## src/rtl/reply_frame_crc_checker_unit_assert.svh

```systemverilog
// Assertion macros shared by the reply frame CRC checker RTL.
`ifndef REPLY_FRAME_CRC_CHECKER_UNIT_ASSERT_SVH
`define REPLY_FRAME_CRC_CHECKER_UNIT_ASSERT_SVH

// Condition that holds at every clock edge outside reset.
`define RFCC_ASSERT_ALWAYS(label, cond, msg) \
  label: assert property (@(posedge clk_i) disable iff (!rst_ni) (cond)) \
    else $error(msg);

// Condition in one cycle forces a consequence in the next.
`define RFCC_ASSERT_NEXT(label, ante, cons, msg) \
  label: assert property (@(posedge clk_i) disable iff (!rst_ni) (ante) |=> (cons)) \
    else $error(msg);

`endif

```

## src/rtl/rfcc_pkg.sv

```systemverilog
// Types, codes and CRC helper for the reply frame CRC checker.
`default_nettype none

package rfcc_pkg;

  localparam logic [15:0] CrcPoly    = 16'h1021;
  localparam logic [7:0]  AddrReset  = 8'd128;

  localparam logic        ReqStart   = 1'b0;
  localparam logic        ReqByte    = 1'b1;

  localparam logic [1:0]  FmtU16     = 2'd0;
  localparam logic [1:0]  FmtU32     = 2'd1;
  localparam logic [1:0]  FmtSigned  = 2'd2;

  localparam logic [1:0]  StatusOk      = 2'd0;
  localparam logic [1:0]  StatusCrcBad  = 2'd1;
  localparam logic [1:0]  StatusNoFrame = 2'd2;

  typedef struct packed {
    logic       req_type;
    logic [7:0] command_code;
    logic [1:0] reply_format;
    logic [7:0] rx_byte;
  } rfcc_req_t;

  typedef struct packed {
    logic [31:0] value;
    logic [1:0]  status;
  } rfcc_res_t;

  // One byte through CRC-16, polynomial 0x1021, MSB first.
  function automatic logic [15:0] rfcc_crc_fold(logic [15:0] crc, logic [7:0] data);
    logic [15:0] c;
    c = crc ^ {data, 8'h00};
    for (int k = 0; k < 8; k++) begin
      c = c[15] ? ({c[14:0], 1'b0} ^ CrcPoly) : {c[14:0], 1'b0};
    end
    return c;
  endfunction

  // CRC after the reset device address alone.
  localparam logic [15:0] AddrCrcReset = rfcc_crc_fold(16'h0000, AddrReset);

endpackage

`default_nettype wire

```

## src/rtl/rfcc_frame.sv

```systemverilog
// Frame state and per-byte decode: CRC, payload assembly and result.
`default_nettype none

module rfcc_frame
  import rfcc_pkg::*;
(
  input  wire logic        clk_i,
  input  wire logic        rst_ni,
  input  wire logic        adv_i,
  input  wire rfcc_req_t   req_i,
  input  wire logic [15:0] addr_crc_i,
  output      logic        res_valid_o,
  output      rfcc_res_t   res_o
);

  logic [15:0] crc_q, crc_d;
  logic [15:0] rcv_q, rcv_d;
  logic [31:0] acc_q, acc_d;
  logic [2:0]  pos_q, pos_d;
  logic [1:0]  fmt_q, fmt_d;
  logic        open_q, open_d;

  logic [2:0]  plen;
  logic        has_dir;
  logic [2:0]  crc_at;
  logic [15:0] crc_fold;

  assign plen     = (fmt_q == FmtU16) ? 3'd2 : 3'd4;
  assign has_dir  = fmt_q[1];
  assign crc_at   = plen + {2'b00, has_dir};
  assign crc_fold = rfcc_crc_fold(crc_q, req_i.rx_byte);

  always_comb begin
    crc_d       = crc_q;
    rcv_d       = rcv_q;
    acc_d       = acc_q;
    pos_d       = pos_q;
    fmt_d       = fmt_q;
    open_d      = open_q;
    res_valid_o = 1'b0;
    res_o.value  = '0;
    res_o.status = StatusNoFrame;

    if (req_i.req_type == ReqStart) begin
      crc_d  = rfcc_crc_fold(addr_crc_i, req_i.command_code);
      rcv_d  = '0;
      acc_d  = '0;
      pos_d  = '0;
      fmt_d  = req_i.reply_format;
      open_d = 1'b1;
    end else if (!open_q) begin
      res_valid_o = 1'b1;
    end else begin
      pos_d = pos_q + 3'd1;
      if (pos_q < plen) begin
        acc_d = {acc_q[23:0], req_i.rx_byte};
        crc_d = crc_fold;
      end else if (has_dir && pos_q == plen) begin
        crc_d = crc_fold;
        // nonzero direction byte: negate modulo 2^32
        if (req_i.rx_byte != 8'h00) begin
          acc_d = 32'h0 - acc_q;
        end
      end else if (pos_q == crc_at) begin
        rcv_d = {req_i.rx_byte, 8'h00};
      end else begin
        rcv_d        = rcv_q | {8'h00, req_i.rx_byte};
        res_valid_o  = 1'b1;
        res_o.value  = acc_q;
        res_o.status = ({rcv_q[15:8], req_i.rx_byte} == crc_q) ? StatusOk : StatusCrcBad;
        open_d       = 1'b0;
        pos_d        = '0;
      end
    end
  end

  always_ff @(posedge clk_i or negedge rst_ni) begin
    if (!rst_ni) begin
      crc_q  <= '0;
      rcv_q  <= '0;
      acc_q  <= '0;
      pos_q  <= '0;
      fmt_q  <= FmtU16;
      open_q <= 1'b0;
    end else if (adv_i) begin
      crc_q  <= crc_d;
      rcv_q  <= rcv_d;
      acc_q  <= acc_d;
      pos_q  <= pos_d;
      fmt_q  <= fmt_d;
      open_q <= open_d;
    end
  end

endmodule

`default_nettype wire

```

## src/rtl/reply_frame_crc_checker_unit.sv

```systemverilog
// Top level of the reply frame CRC checker: request, decode and result registers.
//
//   channel  direction  handshake               payload
//   in       input      in_valid_i / in_stall_o  in_req_i   (rfcc_req_t)
//   out      output     out_valid_o / out_stall_i out_res_o (rfcc_res_t)
//   cfg      input      cfg_valid_i / cfg_ready_o cfg_data_i (device address)
//
// A request is registered, decoded combinationally and its result lands in the
// output register; one request per cycle while in_stall_o is low.
// Reset clears the frame state and loads device address 128; cfg is always ready.
// in_stall_o rises only while a result-bearing request waits on a full, stalled
// output register.
`default_nettype none
`include "reply_frame_crc_checker_unit_assert.svh"

module reply_frame_crc_checker_unit
  import rfcc_pkg::*;
(
  input  wire logic       clk_i,
  input  wire logic       rst_ni,
  input  wire logic       in_valid_i,
  output      logic       in_stall_o,
  input  wire rfcc_req_t  in_req_i,
  output      logic       out_valid_o,
  input  wire logic       out_stall_i,
  output      rfcc_res_t  out_res_o,
  input  wire logic       cfg_valid_i,
  output      logic       cfg_ready_o,
  input  wire logic [7:0] cfg_data_i
);

  logic [15:0] addr_crc_q;
  logic        s1_valid_q;
  rfcc_req_t   s1_req_q;
  logic        out_valid_q;
  rfcc_res_t   out_res_q;

  logic        res_valid;
  rfcc_res_t   res;
  logic        out_free;
  logic        s1_adv;

  assign cfg_ready_o = 1'b1;
  assign out_free    = !out_valid_q || !out_stall_i;
  assign s1_adv      = s1_valid_q && (!res_valid || out_free);
  assign in_stall_o  = s1_valid_q && !s1_adv;
  assign out_valid_o = out_valid_q;
  assign out_res_o   = out_res_q;

  // Hold the CRC of the address byte so a start folds only the command.
  always_ff @(posedge clk_i or negedge rst_ni) begin
    if (!rst_ni) begin
      addr_crc_q <= AddrCrcReset;
    end else if (cfg_valid_i && cfg_ready_o) begin
      addr_crc_q <= rfcc_crc_fold(16'h0000, cfg_data_i);
    end
  end

  always_ff @(posedge clk_i or negedge rst_ni) begin
    if (!rst_ni) begin
      s1_valid_q <= 1'b0;
    end else if (!in_stall_o) begin
      s1_valid_q <= in_valid_i;
    end
  end

  always_ff @(posedge clk_i) begin
    if (in_valid_i && !in_stall_o) begin
      s1_req_q <= in_req_i;
    end
  end

  rfcc_frame u_frame (
    .clk_i       (clk_i),
    .rst_ni      (rst_ni),
    .adv_i       (s1_adv),
    .req_i       (s1_req_q),
    .addr_crc_i  (addr_crc_q),
    .res_valid_o (res_valid),
    .res_o       (res)
  );

  always_ff @(posedge clk_i or negedge rst_ni) begin
    if (!rst_ni) begin
      out_valid_q <= 1'b0;
    end else if (out_free) begin
      out_valid_q <= s1_adv && res_valid;
    end
  end

  always_ff @(posedge clk_i) begin
    if (out_free && s1_adv && res_valid) begin
      out_res_q <= res;
    end
  end

  `RFCC_ASSERT_ALWAYS(a_stall_needs_request, !in_stall_o || s1_valid_q,
    "stall raised with no request held")
  `RFCC_ASSERT_ALWAYS(a_stall_on_blocked_result,
    !(s1_valid_q && res_valid && out_valid_q && out_stall_i) || in_stall_o,
    "result request advanced into a full stalled output")
  `RFCC_ASSERT_ALWAYS(a_no_frame_value_zero,
    !(out_valid_q && out_res_q.status == StatusNoFrame) || out_res_q.value == 32'h0,
    "no-frame result carries a nonzero value")
  `RFCC_ASSERT_NEXT(a_drain_clears_output,
    out_valid_q && !out_stall_i && !(s1_adv && res_valid), !out_valid_q,
    "taken result shown again")

endmodule

`default_nettype wire

```

## config.mk

```make
export PLATFORM = sky130hd
export DESIGN_NAME = reply_frame_crc_checker_unit
export DESIGN_NICKNAME = d
export VERILOG_FILES = /design/src/rtl/rfcc_pkg.sv /design/src/rtl/rfcc_frame.sv /design/src/rtl/reply_frame_crc_checker_unit.sv
export VERILOG_INCLUDE_DIRS = /design/src /design/src/rtl
export SDC_FILE = /design/constraint.sdc
export NUM_CORES = 1
export LEC_CHECK = 0
export BUFFER_PORTS_ARGS = -buffer_cell sky130_fd_sc_hd__buf_2
export CAP_MARGIN = 0
export CORE_AREA = 8 8 123 102
export CTS_BUF_LIST = sky130_fd_sc_hd__clkbuf_8
export DETAILED_ROUTE_END_ITERATION = 16
export DIE_AREA = 0 0 131 110
export HOLD_SLACK_MARGIN = 0.06
export PLACE_DENSITY = 0.86
export SYNTH_ARGS = -nofsm -noshare
export SYNTH_HDL_FRONTEND = slang
export SYNTH_SLANG_ARGS = --single-unit
```

## constraint.sdc

```tcl
create_clock -name clk_i -period 6.72 [get_ports clk_i]
set_input_delay 0.336 -clock clk_i [delete_from_list [all_inputs] [get_ports clk_i]]
set_output_delay 0.336 -clock clk_i [all_outputs]
set_load 0.02 [all_outputs]
```

==> results of run 1 <==
[worst min path at each step]
stage | start | end | slack, ns
6_report | rst_ni | u_frame.crc_q[8]$_DFFE_PN0P_ | 0.12
5_1_grt | in_valid_i | s1_valid_q$_DFFE_PN0N_ | 0.11
4_1_cts | in_valid_i | s1_valid_q$_DFFE_PN0N_ | 0.10
3_5_place_dp | s1_req_q[9]$_DFFE_PP_ | u_frame.fmt_q[1]$_DFFE_PN0P_ | 0.45
3_3_place_gp | s1_req_q[9]$_DFFE_PP_ | u_frame.fmt_q[1]$_DFFE_PN0P_ | 0.45
2_1_floorplan | rst_ni | addr_crc_q[0]$_DFFE_PN0P_ | 0.04
[through the flow]
stage / power (mW) / worst slack [ns]
floorplan: 2.38 / 3.31
global placement: 2.69 / 3.77
detailed placement: 2.75 / 3.57
CTS: 3.49 / 3.54
global route: 3.72 / 3.32
finish: 3.52 / 3.51
[sequential cells by signal (all words and copies together) (netlist names)]
signal          cells
addr_crc_q         11
out_res_o          34
out_valid_o         1
s1_req_q           19
s1_valid_q          1
u_frame.acc_q      32
u_frame.crc_q      16
u_frame.fmt_q       2
u_frame.open_q      1
u_frame.pos_q       3
u_frame.rcv_q       8
[final cells by class]
cell class                      instances  area, um^2
Multi-Input combinational cell        449        3060
Timing Repair Buffer                   93         578
Tap cell                              144         180
Sequential cell                       128        3470
Fill cell                             694        2790
Clock buffer                           17         234
Inverter                               23        86.3
Clock inverter                         15         193
[logic make-up (layout without fill, tap and decap cells)]
kind of cell / Yosys count / in the layout
AND/OR/NAND/NOR: 214 / 214
multiplexers: 30 / 30
buffers and inverters: 61 / 148
flip-flops: 128 / 128
other: 1 / 1
AO/OA/AOI/OAI: 128 / 128
XOR/XNOR: 72 / 72
adder cells (fa/ha/maj): 4 / 4
[per-layer routing]
layer | share of wire | up-vias
li1 | - | 2437
met1 | 0.44 | 2621
met2 | 0.43 | 313
met3 | 0.11 | 31
met4 | 0.015 | 0
met5 | 0 | -
[power by group through the flow]
stage | clock [mW] | sequential [mW] | combinational (mW)
final | 0.721 | 1.34 | 1.46
after detailed placement | 0 | 1.34 | 1.41
after global placement | 0 | 1.33 | 1.36
after global routing | 0.754 | 1.37 | 1.60
after CTS | 0.726 | 1.33 | 1.44
after floorplan | 0 | 1.24 | 1.13
[layout by cell type, fill, tap and decap left out, drive strengths merged, types with 4 or more instances in the layout]
cell type / count
a211o: 5
a21oi: 19
a22oi: 10
and3: 27
buf: 74
bufinv: 4
clkbuf: 17
clkinv: 7
dfrtp: 72
dlygate4sd3: 19
edfxtp: 53
ha: 4
inv: 24
mux2: 16
mux2i: 14
nand2: 49
nand3: 10
nand4: 10
nor2: 53
nor2b: 5
nor3: 16
nor3b: 4
nor4: 21
o21ai: 55
o22ai: 5
o31a: 5
o31ai: 6
or2: 4
or3: 7
xnor2: 60
xor2: 11
==> results.yml, run 1 <==
synth:
  synth_fa_ha_area_frac: 0.00739
  netlist_instances: 638
  synth.distinct_cells: 69
  synth_enable_flop_cells: 53
  synth_ff_type: "dfrtp_1"
  synth-seq-area-share: 0.513
  synthSimpleGateAreaFrac: 0.177
  synth_xor_area_frac: 0.0952
  synth_common_cells: "dfrtp_1, xnor2_1, edfxtp_1, nor2_1, nand2_1"
  synthMuxAreaShare: 0.0473
  yosys-top-cells-area: "dfrtp_1, edfxtp_1, xnor2_1, o21ai_0, nor2_1"
  netlist.area_leader.share: 0.266
  synth_top_family_by_area: "simple AND/OR/NAND/NOR gates"
  postSynth.asyncResetShare: 0.586
  synth_compound_area_frac: 0.123
  syn-num-nets: 674
  synth.most_common_cell: "dfrtp_1"
  yosysWarnings: 0
  ys_ff_latch: 128
  synth_area_mm2: 0.00677
  syn_avg_cell_area_um2: 10.6
  netlist.top_cell.by_area: "dfrtp_1"
cells_and_area:
  fin_cells: 869
  diodes: 0
  post-route-util: 0.736
  area_delta_synth_final_pct: 15.2
  final_cell_area_mm2: 0.00780
  num-nets-final: 748
  drive_gt1_frac: 0.211
worst_setup_path:
  path_cells: "nor2_1 -> ha_1 -> nor2b_1 -> o21ai_1 -> buf_4 -> o21ai_1 -> and4_1 -> nor2b_2"
  r2r_start: "u_frame.fmt_q[1]$_DFFE_PN0P_"
  path_buf_inv: 1
  required_ns: 6.79
  critPathCaptureType: "flip-flop"
  r2r_end: "s1_req_q[2]$_DFFE_PP_"
  cp.arrival_ns: 3.27
  worst-path-stages: 8
  path_delay_family: "simple AND/OR/NAND/NOR gates"
  critical_path_class: "flip-flop to flip-flop"
  cp_slowest_stage_delay_ns: 0.83
  rrSetupSlack_ns: 3.51
  crit_fanout: 23
  critPathSlowestCell: "nor2b_2"
  r2r_cells: 8
  cp-endpoint: "s1_req_q[2]$_DFFE_PP_"
  crit_top_cell: "o21ai_1"
  worstSetupStartpoint: "u_frame.fmt_q[1]$_DFFE_PN0P_"
  start_kind: "flip-flop"
sta:
  fmax_mhz: 312
  period_share: 0.477
  tns_ns: 0
  hold_ws_ns: 0.124
  fin_crit_ns: 3.21
  finalHoldViolCount: 0
  tightest_slew_ns: 1.12
  fin_skew_ns: 0.0139
  rsz0062_at_grt: "no"
  slew_violations: 0
  setup_viol: 0
  slew_headroom: 0.253
route:
  ant_nets: 0
  drt_iter0_drc: 725
  via_count: 5402
  via_per_inst: 6.22
  routed_wl_um: 17300
  firstDrtPassIters: 5
  drc_errors: 0
  wl_per_cell_um: 19.9
grt:
  grt_pass1_vias: 5262
  grt_max_degree: 76
  gr-total-overflow: 0
  grtUsageTotal: 0.251
  busiest_layer: "met1"
  met3_usage: 0.0707
  use_met1: 0.361
  grt_pass1_wl_um: 27500
  antenna_found_initial: 0
  grt_util_met2: 0.357
place:
  dp_hpwl_um: 11800
  place_area_mm2: 0.00718
  dp.cells: 818
  gp_congestion: 0.881
  port-buffer-count: 67
run:
  cap_violations: 0
clocking:
  root_buffer: "clkbuf_8"
  htreeDepth: 4
  clockBufferDepth: 2
  cts_resized: 0
  path_clk_slew_ns: 0.07
  cts_num_sinks: 128
  cts_hold_buf: 19
  cts_buffers: 17
  post_cts_buffers: 0
  cts_tree: "done"
  clkLatencyLatePin_ns: 0.45
power:
  p_clk_frac: 0.205
  p_leak_nw: 3.17
  pwr_density_cell_mw_per_mm2: 452
  peakVddDrop_mv: 0.224
  p_int_mw: 2.02
  swShare: 0.428
  seqPwrFrac: 0.381
  power.share.combinational: 0.414
  p_sw_mw: 1.51
die:
  io-pin-count: 69
  fp.coreArea_mm2: 0.0106
  row_count: 34
  fp.dieW_um: 131
  initial_core_util: 0.639
  dieArea_mm2: 0.0144
  die_h_um: 110
status:
  status: "completed"
min_path:
  hp-class: "input pin to asynchronous set/reset pin"
No activity file was read; power rests on OpenSTA's default activity.
==> run 2, diff against run 1 <==
Settings changed: CORE_AREA 8 8 123 102 to 8 8 127 106, DIE_AREA 0 0 131 110 to 0 0 135 114, PLACE_DENSITY 0.86 to 0.81.
Clock period 6.72 ns to 3 ns, I/O delays scaled along.
==> run 2 against run 1 <==
Compared with the run above:
- sequential cell count is the same
- sequential share of layout area shrank 0.40 points
- routed wire length shrank 2.2%
- register-to-register slack lost 3.1 ns
- clock-buffer cell count is the same
- utilization shrank 4.0 points
- critical path type unchanged
- critical endpoint is now out_res_o[1]$_SDFFCE_PP1P_
==> results.yml, run 2 (synthesized netlist as in run 1, its figures left out) <==
cells_and_area:
  area_delta_synth_final_pct: 16.3
  fillers: 813
  drive_gt1_frac: 0.210
  largest_reg_flops: 34
  post-route-util: 0.697
  register_area_mm2: 0.00347
  final_common_cell: "dfrtp_1"
  diodes: 0
  multi_input_area_mm2: 0.00306
  num-nets-final: 760
  final_cell_mix: "dfrtp_1, buf_2, xnor2_1, edfxtp_1, nor2_1"
  final_cell_area_mm2: 0.00787
worst_setup_path:
  cp.arrival_ns: 2.67
  required_ns: 3.05
  critical_path_class: "flip-flop to flip-flop"
  crit_fanout: 25
  start_kind: "flip-flop"
  critPathCaptureType: "flip-flop"
grt:
  antenna_found_initial: 0
  grt_pass1_vias: 5192
  grt_pass1_wl_um: 27700
  grt_max_degree: 49
  gr-total-overflow: 0
  grtUsageTotal: 0.229
place:
  place_area_mm2: 0.00723
  port-buffer-count: 67
  dp_hpwl_um: 12000
  gp_congestion: 0.940
clocking:
  cts_tree: "done"
  clockBufferDepth: 2
  root_buffer: "clkbuf_8"
  cts_buffers: 17
  htreeDepth: 4
  path_clk_slew_ns: 0.07
  cts_num_sinks: 128
  clkLatencyLatePin_ns: 0.44
die:
  io-pin-count: 69
  die_h_um: 114
  row_count: 35
  initial_core_util: 0.599
  fp.dieW_um: 135
  dieArea_mm2: 0.0154
  fp.coreArea_mm2: 0.0113
power:
  pwr_density_cell_mw_per_mm2: 971
  peakVddDrop_mv: 0.443
  p_leak_nw: 3.21
  fin_total_pwr_mw: 7.65
sta:
  slew_violations: 0
  fin_skew_ns: 0.0121
  tightest_slew_ns: 0.941
  fin_crit_ns: 2.62
  rsz0062_at_grt: "no"
  slew_headroom: 0.373
  fmax_mhz: 382
  tns_ns: 0
  hold_ws_ns: 0.0799
  finalHoldViolCount: 0
  setup_viol: 0
  period_share: 0.873
route:
  ant_nets: 0
  via_count: 5325
  drc_errors: 0
  via_per_inst: 6.02
  firstDrtPassIters: 7
  routed_wl_um: 16900
  drt_iter0_drc: 574
  wl_per_cell_um: 19.1
run:
  cap_violations: 0
min_path:
  hp-class: "input pin to flip-flop"
status:
  status: "completed"
run 2: cell count changes in the layout (fill, tap and decap cells not counted), sizes merged:
| cell | previous run | this run |
|---|---|---|
| buf | 74 | 78 |
| bufinv | 4 | 2 |
| clkinv | 7 | 9 |
| clkinvlp | 3 | 2 |
| dlygate4sd3 | 19 | 27 |
| inv | 24 | 25 |
run 2: through the flow:
step / setup WS, ns / cells
floorplan: 0.179 / 638
global placement: 0.255 / 826
detailed placement: 0.0881 / 826
CTS: 0.0832 / 885
global route: 0.151 / 885
finish: 0.381 / 885
run 2: critical path: stages (launching register included):
cell and delay [ns]:
dfrtp_1 0.40, nor2_1 0.18, ha_1 0.27, nand2_1 0.18
a21oi_1 0.16, nor2_2 0.59, nand2_1 0.46
run 2: where the power goes:
group          internal, mW  switching (mW)
registers              2.30           0.669
logic                  1.34            1.96
clock network         0.716           0.665
run 2: final timing paths:
| check | start | cells past startpoint | slack [ns] | to |
|---|---|---|---|---|
| worst max-delay path | u_frame.fmt_q[1]$_DFFE_PN0P_ | 6 | 0.38 | out_res_o[1]$_SDFFCE_PP1P_ |
| worst min-delay path | cfg_data_i[2] | 3 | 0.08 | addr_crc_q[14]$_DFFE_PN0P_ |
| worst max register to register | u_frame.fmt_q[1]$_DFFE_PN0P_ | 6 | 0.38 | out_res_o[1]$_SDFFCE_PP1P_ |
| worst min register to register | s1_req_q[9]$_DFFE_PP_ | 2 | 0.50 | u_frame.fmt_q[1]$_DFFE_PN0P_ |
| max in group asynchronous | rst_ni | 3 | 1.89 | u_frame.acc_q[15]$_DFFE_PN0P_ |
| min in group asynchronous | rst_ni | 2 | 0.39 | addr_crc_q[11]$_DFFE_PN0P_ |
run 2: cell type report:
cell class,instances,area share
flip-flops and latches,128,0.441
multi-input cells,449,0.389
repair buffers,105,0.0890
clock buffers,17,0.0297
well taps,148,0.0235
clock inverters,15,0.0164
inverters,23,0.0110
run 2: what timing repair did:
item | in CTS | in global routing
hold buffers | 27 | 0
setup endpoints to repair | 0 | 11
setup buffers | 0 | 0
hold endpoints to repair | 60 | 0
resized for setup | 0 | 1
run 2: routing by layer:
metal	GRT usage	up-vias	share of wire
met3	0.0663	20	0.10
met1	0.338	2600	0.46
li1	-	2463	-
met2	0.319	242	0.43
met5	0	-	0
met4	0.0665	0	0.011
